### config.mk
export PLATFORM = sky130hd
export DESIGN_NAME = serial_frame_receiver_sum8_unit_flat
export DESIGN_NICKNAME = d
export VERILOG_FILES = /design/src/hw/rtl/sfrs8_pkg.sv /design/src/hw/rtl/sfrs8_if.sv /design/src/hw/rtl/sfrs8_in_stage.sv /design/src/hw/rtl/sfrs8_parser.sv /design/src/hw/rtl/sfrs8_out_stage.sv /design/src/hw/rtl/serial_frame_receiver_sum8_unit.sv /design/src/flat_wrapper.sv
export SDC_FILE = /design/constraint.sdc
export NUM_CORES = 1
export LEC_CHECK = 0
export ABC_AREA = 0
export BUFFER_PORTS_ARGS = -buffer_cell sky130_fd_sc_hd__buf_2
export CELL_PAD_IN_SITES_DETAIL_PLACEMENT = 1
export CELL_PAD_IN_SITES_GLOBAL_PLACEMENT = 1
export CORE_MARGIN = 5
export CORE_UTILIZATION = 45
export CTS_CLUSTER_DIAMETER = 80
export DETAILED_ROUTE_END_ITERATION = 10
export GPL_TIMING_DRIVEN = 0
export PLACE_DENSITY_LB_ADDON = 0.25
export SETUP_SLACK_MARGIN = 0.15
export SYNTH_ARGS = -nofsm -noshare
export SYNTH_HDL_FRONTEND = slang
export SYNTH_SLANG_ARGS = --single-unit
export TNS_END_PERCENT = 100
### constraint.sdc
create_clock -name clk -period 9.34 [get_ports clk]
set_clock_uncertainty 0.2 [all_clocks]
set_input_delay 1.868 -clock clk [delete_from_list [all_inputs] [get_ports clk]]
set_output_delay 1.868 -clock clk [all_outputs]
set_load 0.02 [all_outputs]
### src/hw/rtl/sfrs8_pkg.sv
// ----------------------------------------------------------------------------
// sfrs8_pkg
// shared types and constants of the serial frame receiver
// ----------------------------------------------------------------------------
package sfrs8_pkg;

  localparam logic [7:0]  HDR_FIRST       = 8'h55;
  localparam logic [7:0]  HDR_SECOND      = 8'hAA;
  localparam logic [15:0] TIMEOUT_RESET   = 16'd300;

  typedef enum logic {
    OP_BYTE = 1'b0,
    OP_TICK = 1'b1
  } opcode_t;

  typedef enum logic [1:0] {
    ST_GOOD    = 2'd0,
    ST_BAD_SUM = 2'd1,
    ST_TIMEOUT = 2'd2
  } status_t;

  typedef struct packed {
    logic       opcode;
    logic [7:0] rx_byte;
  } in_item_t;

  typedef struct packed {
    logic        frame_end;
    logic [7:0]  payload_byte;
    logic [15:0] byte_index;
    logic [7:0]  command_code;
    logic [7:0]  protocol_version;
    logic [15:0] payload_length;
    logic [1:0]  status;
  } out_item_t;

endpackage

### src/hw/rtl/sfrs8_if.sv
// ----------------------------------------------------------------------------
// sfrs8 channel interfaces
// valid/ready request channels for input, result and configuration
// ----------------------------------------------------------------------------
interface sfrs8_in_if;
  logic       valid;
  logic       ready;
  logic       opcode;
  logic [7:0] rx_byte;

  modport source (output valid, output opcode, output rx_byte, input ready);
  modport sink   (input valid, input opcode, input rx_byte, output ready);
endinterface

interface sfrs8_out_if;
  logic        valid;
  logic        ready;
  logic        frame_end;
  logic [7:0]  payload_byte;
  logic [15:0] byte_index;
  logic [7:0]  command_code;
  logic [7:0]  protocol_version;
  logic [15:0] payload_length;
  logic [1:0]  status;

  modport source (output valid, output frame_end, output payload_byte, output byte_index,
                  output command_code, output protocol_version, output payload_length,
                  output status, input ready);
  modport sink   (input valid, input frame_end, input payload_byte, input byte_index,
                  input command_code, input protocol_version, input payload_length,
                  input status, output ready);
endinterface

interface sfrs8_cfg_if;
  logic        valid;
  logic        ready;
  logic [15:0] data;

  modport source (output valid, output data, input ready);
  modport sink   (input valid, input data, output ready);
endinterface

### src/hw/rtl/sfrs8_in_stage.sv
// ----------------------------------------------------------------------------
// sfrs8_in_stage
// input register holding one request until the parser takes it
// ----------------------------------------------------------------------------
module sfrs8_in_stage (
  input  logic              clk,
  input  logic              rst_n,
  input  logic              push,
  input  sfrs8_pkg::in_item_t push_item,
  output logic              can_push,
  input  logic              take,
  output logic              item_valid,
  output sfrs8_pkg::in_item_t item
);
  import sfrs8_pkg::*;

  logic     valid_r;
  in_item_t item_r;

  assign can_push   = !valid_r || take;
  assign item_valid = valid_r;
  assign item       = item_r;

  always_ff @(posedge clk) begin
    if (!rst_n) begin
      valid_r <= 1'b0;
    end else if (can_push) begin
      valid_r <= push;
    end
  end

  always_ff @(posedge clk) begin
    if (can_push && push) begin
      item_r <= push_item;
    end
  end

endmodule

### src/hw/rtl/sfrs8_parser.sv
// ----------------------------------------------------------------------------
// sfrs8_parser
// frame state machine, checksum and idle timeout, one request per cycle unless a full result register holds a result
// ----------------------------------------------------------------------------
module sfrs8_parser (
  input  logic                 clk,
  input  logic                 rst_n,
  input  logic [15:0]          timeout,
  input  logic                 item_valid,
  input  sfrs8_pkg::in_item_t  item,
  output logic                 take,
  input  logic                 slot_free,
  output logic                 res_push,
  output sfrs8_pkg::out_item_t res
);
  import sfrs8_pkg::*;

  typedef enum logic [2:0] {
    PH_HDR1, PH_HDR2, PH_VER, PH_CMD, PH_LEN_HI, PH_LEN_LO, PH_PAYLOAD, PH_CSUM
  } phase_t;

  phase_t      phase_r, phase_nxt;
  logic [15:0] len_r, len_nxt;
  logic [15:0] seen_r, seen_nxt;
  logic [7:0]  sum_r, sum_nxt;
  logic [7:0]  cmd_r, cmd_nxt;
  logic [7:0]  ver_r, ver_nxt;
  logic [15:0] idle_r, idle_nxt;
  logic [15:0] idle_inc;
  logic [15:0] seen_inc;
  logic [15:0] len_lo;
  logic [7:0]  b;
  logic        res_vld;

  assign b        = item.rx_byte;
  assign idle_inc = (idle_r == '1) ? idle_r : idle_r + 16'd1;
  assign seen_inc = seen_r + 16'd1;
  assign len_lo   = {len_r[15:8], b};

  always_comb begin
    phase_nxt = phase_r;
    len_nxt   = len_r;
    seen_nxt  = seen_r;
    sum_nxt   = sum_r;
    cmd_nxt   = cmd_r;
    ver_nxt   = ver_r;
    idle_nxt  = idle_r;
    res_vld   = 1'b0;
    res                  = '0;
    res.command_code     = cmd_r;
    res.protocol_version = ver_r;
    res.payload_length   = len_r;

    if (item.opcode == OP_TICK) begin
      if (phase_r != PH_HDR1) begin
        if (idle_inc > timeout) begin
          res_vld       = 1'b1;
          res.frame_end = 1'b1;
          res.status    = ST_TIMEOUT;
          phase_nxt     = PH_HDR1;
          idle_nxt      = '0;
        end else begin
          idle_nxt = idle_inc;
        end
      end
    end else begin
      unique case (phase_r)
        PH_HDR1: begin
          if (b == HDR_FIRST) begin
            sum_nxt   = b;
            len_nxt   = '0;
            seen_nxt  = '0;
            cmd_nxt   = '0;
            ver_nxt   = '0;
            idle_nxt  = '0;
            phase_nxt = PH_HDR2;
          end
        end
        PH_HDR2: begin
          idle_nxt = '0;
          if (b != HDR_SECOND) begin
            phase_nxt = PH_HDR1;
          end else begin
            phase_nxt = PH_VER;
            sum_nxt   = sum_r + b;
          end
        end
        PH_VER: begin
          ver_nxt   = b;
          phase_nxt = PH_CMD;
          sum_nxt   = sum_r + b;
          idle_nxt  = '0;
        end
        PH_CMD: begin
          cmd_nxt   = b;
          phase_nxt = PH_LEN_HI;
          sum_nxt   = sum_r + b;
          idle_nxt  = '0;
        end
        PH_LEN_HI: begin
          len_nxt   = {b, 8'h00};
          phase_nxt = PH_LEN_LO;
          sum_nxt   = sum_r + b;
          idle_nxt  = '0;
        end
        PH_LEN_LO: begin
          len_nxt   = len_lo;
          seen_nxt  = '0;
          phase_nxt = (len_lo == '0) ? PH_CSUM : PH_PAYLOAD;
          sum_nxt   = sum_r + b;
          idle_nxt  = '0;
        end
        PH_PAYLOAD: begin
          res_vld          = 1'b1;
          res.payload_byte = b;
          res.byte_index   = seen_r;
          seen_nxt         = seen_inc;
          if (seen_inc == len_r) begin
            phase_nxt = PH_CSUM;
          end
          sum_nxt  = sum_r + b;
          idle_nxt = '0;
        end
        PH_CSUM: begin
          res_vld       = 1'b1;
          res.frame_end = 1'b1;
          res.status    = (b == sum_r) ? ST_GOOD : ST_BAD_SUM;
          phase_nxt     = PH_HDR1;
          idle_nxt      = '0;
        end
        default: begin
          phase_nxt = PH_HDR1;
        end
      endcase
    end
  end

  // a request that yields nothing never waits on the result side
  assign take     = item_valid && (!res_vld || slot_free);
  assign res_push = take && res_vld;

  always_ff @(posedge clk) begin
    if (!rst_n) begin
      phase_r <= PH_HDR1;
      len_r   <= '0;
      seen_r  <= '0;
      sum_r   <= '0;
      cmd_r   <= '0;
      ver_r   <= '0;
      idle_r  <= '0;
    end else if (take) begin
      phase_r <= phase_nxt;
      len_r   <= len_nxt;
      seen_r  <= seen_nxt;
      sum_r   <= sum_nxt;
      cmd_r   <= cmd_nxt;
      ver_r   <= ver_nxt;
      idle_r  <= idle_nxt;
    end
  end

endmodule

### src/hw/rtl/sfrs8_out_stage.sv
// ----------------------------------------------------------------------------
// sfrs8_out_stage
// result register toward the output channel
// ----------------------------------------------------------------------------
module sfrs8_out_stage (
  input  logic                 clk,
  input  logic                 rst_n,
  input  logic                 push,
  input  sfrs8_pkg::out_item_t push_item,
  output logic                 slot_free,
  input  logic                 pop,
  output logic                 item_valid,
  output sfrs8_pkg::out_item_t item
);
  import sfrs8_pkg::*;

  logic      valid_r;
  out_item_t item_r;

  assign slot_free  = !valid_r || pop;
  assign item_valid = valid_r;
  assign item       = item_r;

  always_ff @(posedge clk) begin
    if (!rst_n) begin
      valid_r <= 1'b0;
    end else if (slot_free) begin
      valid_r <= push;
    end
  end

  always_ff @(posedge clk) begin
    if (slot_free && push) begin
      item_r <= push_item;
    end
  end

endmodule

### src/hw/rtl/serial_frame_receiver_sum8_unit.sv
// ----------------------------------------------------------------------------
// serial_frame_receiver_sum8_unit
// length-prefixed serial frame receiver with 8-bit additive checksum
//
//   channel   direction  payload
//   in_chan   sink       opcode, rx_byte
//   out_chan  source     frame_end, payload_byte, byte_index, command_code,
//                        protocol_version, payload_length, status
//   cfg_chan  sink       data = receive timeout in ms ticks
//
// one request per cycle sustained; a request's result passes from the input register
// through the parser into the result register.
// the parser state updates once per request, which sets the single-cycle rate.
// a full result register stalls only requests that produce a result.
// rst_n is synchronous; the timeout register resets to 300, cfg_ready is always high.
// ----------------------------------------------------------------------------
module serial_frame_receiver_sum8_unit (
  input logic         clk,
  input logic         rst_n,
  sfrs8_in_if.sink    in_chan,
  sfrs8_out_if.source out_chan,
  sfrs8_cfg_if.sink   cfg_chan
);
  import sfrs8_pkg::*;

  logic [15:0] timeout_val_r;
  in_item_t    in_push_item;
  in_item_t    in_item;
  logic        in_item_valid;
  logic        take;
  logic        slot_free;
  logic        res_push;
  out_item_t   res;
  out_item_t   out_item;

  assign cfg_chan.ready = 1'b1;

  always_ff @(posedge clk) begin
    if (!rst_n) begin
      timeout_val_r <= TIMEOUT_RESET;
    end else if (cfg_chan.valid) begin
      timeout_val_r <= cfg_chan.data;
    end
  end

  assign in_push_item.opcode  = in_chan.opcode;
  assign in_push_item.rx_byte = in_chan.rx_byte;

  sfrs8_in_stage u_in_stage (
    .clk        (clk),
    .rst_n      (rst_n),
    .push       (in_chan.valid),
    .push_item  (in_push_item),
    .can_push   (in_chan.ready),
    .take       (take),
    .item_valid (in_item_valid),
    .item       (in_item)
  );

  sfrs8_parser u_parser (
    .clk        (clk),
    .rst_n      (rst_n),
    .timeout    (timeout_val_r),
    .item_valid (in_item_valid),
    .item       (in_item),
    .take       (take),
    .slot_free  (slot_free),
    .res_push   (res_push),
    .res        (res)
  );

  sfrs8_out_stage u_out_stage (
    .clk        (clk),
    .rst_n      (rst_n),
    .push       (res_push),
    .push_item  (res),
    .slot_free  (slot_free),
    .pop        (out_chan.ready),
    .item_valid (out_chan.valid),
    .item       (out_item)
  );

  assign out_chan.frame_end        = out_item.frame_end;
  assign out_chan.payload_byte     = out_item.payload_byte;
  assign out_chan.byte_index       = out_item.byte_index;
  assign out_chan.command_code     = out_item.command_code;
  assign out_chan.protocol_version = out_item.protocol_version;
  assign out_chan.payload_length   = out_item.payload_length;
  assign out_chan.status           = out_item.status;

endmodule

### src/flat_wrapper.sv
// flat-port wrapper written by rule: the top's interface ports become plain ports
module serial_frame_receiver_sum8_unit_flat import sfrs8_pkg::*;
  (clk, rst_n, in_chan_valid, in_chan_opcode, in_chan_rx_byte, in_chan_ready, out_chan_valid, out_chan_frame_end, out_chan_payload_byte, out_chan_byte_index, out_chan_command_code, out_chan_protocol_version, out_chan_payload_length, out_chan_status, out_chan_ready, cfg_chan_valid, cfg_chan_data, cfg_chan_ready);
  sfrs8_in_if in_chan_i ();
  sfrs8_out_if out_chan_i ();
  sfrs8_cfg_if cfg_chan_i ();
  input logic clk;
  input logic rst_n;
  input wire logic [$bits(in_chan_i.valid)-1:0] in_chan_valid;
  input wire logic [$bits(in_chan_i.opcode)-1:0] in_chan_opcode;
  input wire logic [$bits(in_chan_i.rx_byte)-1:0] in_chan_rx_byte;
  output wire logic [$bits(in_chan_i.ready)-1:0] in_chan_ready;
  output wire logic [$bits(out_chan_i.valid)-1:0] out_chan_valid;
  output wire logic [$bits(out_chan_i.frame_end)-1:0] out_chan_frame_end;
  output wire logic [$bits(out_chan_i.payload_byte)-1:0] out_chan_payload_byte;
  output wire logic [$bits(out_chan_i.byte_index)-1:0] out_chan_byte_index;
  output wire logic [$bits(out_chan_i.command_code)-1:0] out_chan_command_code;
  output wire logic [$bits(out_chan_i.protocol_version)-1:0] out_chan_protocol_version;
  output wire logic [$bits(out_chan_i.payload_length)-1:0] out_chan_payload_length;
  output wire logic [$bits(out_chan_i.status)-1:0] out_chan_status;
  input wire logic [$bits(out_chan_i.ready)-1:0] out_chan_ready;
  input wire logic [$bits(cfg_chan_i.valid)-1:0] cfg_chan_valid;
  input wire logic [$bits(cfg_chan_i.data)-1:0] cfg_chan_data;
  output wire logic [$bits(cfg_chan_i.ready)-1:0] cfg_chan_ready;
  assign in_chan_i.valid = in_chan_valid;
  assign in_chan_i.opcode = in_chan_opcode;
  assign in_chan_i.rx_byte = in_chan_rx_byte;
  assign in_chan_ready = in_chan_i.ready;
  assign out_chan_valid = out_chan_i.valid;
  assign out_chan_frame_end = out_chan_i.frame_end;
  assign out_chan_payload_byte = out_chan_i.payload_byte;
  assign out_chan_byte_index = out_chan_i.byte_index;
  assign out_chan_command_code = out_chan_i.command_code;
  assign out_chan_protocol_version = out_chan_i.protocol_version;
  assign out_chan_payload_length = out_chan_i.payload_length;
  assign out_chan_status = out_chan_i.status;
  assign out_chan_i.ready = out_chan_ready;
  assign cfg_chan_i.valid = cfg_chan_valid;
  assign cfg_chan_i.data = cfg_chan_data;
  assign cfg_chan_ready = cfg_chan_i.ready;
  serial_frame_receiver_sum8_unit u_core (.clk(clk), .rst_n(rst_n), .in_chan(in_chan_i), .out_chan(out_chan_i), .cfg_chan(cfg_chan_i));
endmodule
==> summary.md <==
The run finished with clean final reports. For the number of nets in the final layout, the log shows 956. The deepest level of the CTS H-tree was 4. Once the clock tree was built, the setup fixing pass inserted 0 buffers. The number of inserted diodes was 0; the largest fanout on the critical path was 8. For this block, the routed nets add up to 22.51 mm of wire.

In the routed design, unresolved DRC markers number 0. The core region is 17180 um^2. The logs give 0.8611 for the weighted congestion at the end of routability-driven global placement and 2 for the maximum buffer depth of the clock tree. The routed wire length per instance is 19.78 um. The logs give 6380 for the number of vias in the routed layout and 0 for the number of antenna violations at the first check in global routing. The global routing usage summed across all routing layers was 0.2289; the netlist area before placement was 7830 um^2. edfxtp_1 takes more of the synthesized area than any other cell. Row generation in the floorplan step produced 48 rows. The worst register-to-register path has a depth of 16.

The Yosys warning count is 0, and the half-perimeter wire length after placement is 16.53 mm. The worst setup path is of the register to output pin kind. The power share of the clock group is 0.452. The clock latency of the later-clocked register in the worst-skew pair is 0.43 ns.

The average instance area after synthesis works out to 9.899 um^2. The synthesized netlist contains 65 unique library cells. In this run the clock root is driven by a clkbuf_16. In the final layout, the multi-input gates occupy 3643 um^2. Post-CTS repair changed the size of 0 cells. After global routing the overflow that remains totals 0.

The final critical delay including setup and external delays was 7.169 ns. The logs give 0.5318 for the share of the core filled with cells in the final layout and 0.037 for the share of power burned in combinational logic. TritonCTS built the clock tree. The worst register-to-register path begins at u_core.u_parser.idle_r[3]$_SDFFE_PN0P_.

The detailed-routing iteration count for the pre-antenna-repair pass is 4, and the maximum vdd drop is 133.4 uV. STA puts the critical path data required time at 7.27 ns. The start point of the critical path is u_core.u_parser.idle_r[3]$_SDFFE_PN0P_. The path class of the tightest hold or removal check is register to register.

The critical path crosses 17 cells after its start point. For the worst setup path, the data arrival time is 5.10 ns. Number of vias per cell: 5.606.

The max-capacitance violation count is 0. In the post-synthesis netlist, the biggest area contributors are edfxtp_1 26%, dfxtp_1 24%, nand2_1 4.4%. The final number of max-transition violations is 0.

The sequential share of power is 0.511. For this design the ratio of total power to cell area is 159.9 nW/um^2. The maximum single-stage delay on the critical path works out to 0.67 ns. Setup repair after global routing left no endpoint under its margin. Derived from the worst setup path, the maximum achievable clock frequency is 139.5 MHz. The die extent in y was 141.9 um; the register bit total from synthesis was 161. Summed over all nets, the switching power comes to 354.1 uW. Pin placement for this block handled 92 I/O pins. The first global-routing pass estimated 36.18 mm of wire. The final setup violation count came out at 0. The die is 141.9 um wide. In this run, CTS created clock tree buffers numbering 17. Instance count along the most critical hold path: 0. In the final layout, flip-flops and latches occupy 3904 um^2. The cell that appears most often on the critical path is nand4_1. The final clock period utilization by the worst path works out to 0.7676.

Number of buffers and inverters on the critical path: 3. Startpoint of the most critical hold path: u_core.u_parser.cmd_r[1]$_SDFFE_PN0P_. Counting every net in the synthesized netlist gives 847. The number of synthesized flops with an enable pin was 68; the reported leakage power was 3.303 nW.

The measured slew at the worst slew-check pin came out at 0.9382 ns. Counting every instance in the synthesized netlist gives 791. The part of the Yosys area used for sequential elements is 0.4986. The overall die area is 20140 um^2.

Setup total negative slack on the finished layout was measured at 0 ns. The CTS sink count was 161. The number of port buffers is 89. The worst relative slew slack was 0.3732. In the synthesized netlist the dominant register cell turns out to be dfxtp_1. After synthesis, the most frequently instantiated cells are 93 x dfxtp_1, 91 x nand2_1, 68 x edfxtp_1, 51 x nand3_1, 39 x and2_1. The internal power of the cells is 1.107 mW.

Proportion of total power due to net switching: 0.2424. STA classifies the critical path startpoint as a register. The initial cell density of the core is 0.4559. From synthesis to final layout, the design area changed by 16.67%.

Traced cell by cell, the critical path runs through clkbuf_1, and4_1, nand4_1, nor4_2, nor3b_1, nand4_1, xnor2_1, ha_1, nand4_1, nor4_1, a21boi_0, o31a_1, nand3_1, a21bo_2, nor2_1, inv_1, buf_2. Clock-pin slew was measured on the worst setup and hold paths at 0.07 ns. For the number of global-route vias before repair, the log shows 6782. Total of fill cells in the finished design: 1989. The maximum number of pins on one net before global-route repair was 37; the fraction of layout cells with a size suffix above 1 was 0.1621. Portion of synthesized cell area occupied by the leading cell type: 0.2608. The tools report the type of destination of the critical path as an output pin.

The number of design-rule violations left by the first detailed-router iteration is 333, and the share of async-settable or async-resettable flops after synthesis is 0. For the total count of hold-check failures in the final report, the log shows 0. Among all stages on the critical path, the largest delay is contributed by nor4_2. Once detail routing completed, the nets flagged for antenna violations numbered 0.

Grouping stages by cell kind, the critical path spends the most delay in simple AND/OR/NAND/NOR gates. The run gives 0 as the quantity of hold-fixing buffers added after cts. The most repeated cell in the gate-level netlist after synthesis was dfxtp_1.
metal layers:
metal | part of all wire | GRT usage
met1 | 0.43 | 0.2823
met2 | 0.51 | 0.4071
met3 | 0.043 | 0.03809
met4 | 0.018 | 0.07677
met5 | 0 | 0
sequential cells by signal (all words and copies together), names as in the netlist:
name	flops
u_core.u_parser.ver_r	8
u_core.u_out_stage.item_valid	1
u_core.u_out_stage.item	59
u_core.u_in_stage.item_valid	1
u_core.u_in_stage.item	9
u_core.u_parser.seen_r	16
u_core.u_parser.cmd_r	8
u_core.u_parser.phase_r	3
u_core.u_parser.sum_r	8
u_core.u_parser.idle_r	16
u_core.timeout_val_r	16
u_core.u_parser.len_r	16
final cells by class:
cell class,count,area share
Buffer,42,0.02027
Clock buffer,18,0.04698
Clock inverter,14,0.01329
Inverter,28,0.01151
Multi-Input combinational cell,560,0.3988
Sequential cell,161,0.4273
Tap cell,225,0.03082
Timing Repair Buffer,90,0.05095
placed cells by master (no fill, tap or decap), types with 25 or more instances in the layout:
cell      instances
nand2_1          91
nand3_1          51
dfxtp_1          93
edfxtp_1         68
clkbuf_1         33
inv_1            28
o21ai_0          37
ha_1             25
xnor2_1          27
a21boi_0         28
and2_1           39
buf_2            96
nor2b_1          28
cell families after synthesis:
group | after synthesis | share of synthesized area
AOI/OAI and AO/OA | 157 | 0.1360
muxes | 20 | 0.02637
buffers and inverters | 70 | 0.03707
and+or+nand+nor | 318 | 0.2165
DFF | 161 | 0.4986
other | 1 | 0.0004789
xor gates and xnor gates | 38 | 0.04251
adders and majority gates | 26 | 0.04251
power groups by stage:
stage	Clock (mW)	Combinational [mW]	Sequential, mW
2_1_floorplan	0	0.0343	0.756
3_5_place_dp	0	0.0537	0.762
6_report	0.660	0.0540	0.747
3_3_place_gp	0	0.0502	0.762
5_1_grt	0.706	0.0596	0.747
4_1_cts	0.672	0.0541	0.747
worst paths after layout:
kind,endpoint,slack (ns)
worst min-delay path,u_core.u_out_stage.item[27]$_DFFE_PP_,0.24
worst max-delay path,in_chan_ready,2.17
worst min register to register,u_core.u_out_stage.item[27]$_DFFE_PP_,0.24
worst max register to register,u_core.u_out_stage.item[14]$_DFFE_PP_,3.64
worst register-to-register path, stage by stage (launching register included):
cell and delay [ns]:
dfxtp_1 0.31, clkbuf_1 0.27, and4_1 0.33, nand4_1 0.22
nor4_2 0.67, nor3b_1 0.24, nand4_1 0.17, xnor2_1 0.10
ha_1 0.31, nand4_1 0.12, nor4_1 0.40, a21boi_0 0.27
o31a_1 0.30, nand3_1 0.23, a21bo_2 0.30, nor2b_4 0.63
buf_12 0.30
per-stage QoR:
step,power (mW),hold slack [ns],instances,cell area (um^2),setup WS [ns]
floorplan,0.7907,0.2081,791,7830,2.658
global placement,0.8123,0.2161,1105,8557,0.8545
detailed placement,0.8160,0.2206,1106,8584,2.716
CTS,1.472,0.2377,1138,9135,2.205
global route,1.512,0.2452,1138,9135,1.734
finish,1.461,0.2371,1138,9135,2.171
No activity file was read; power rests on OpenSTA's default activity.
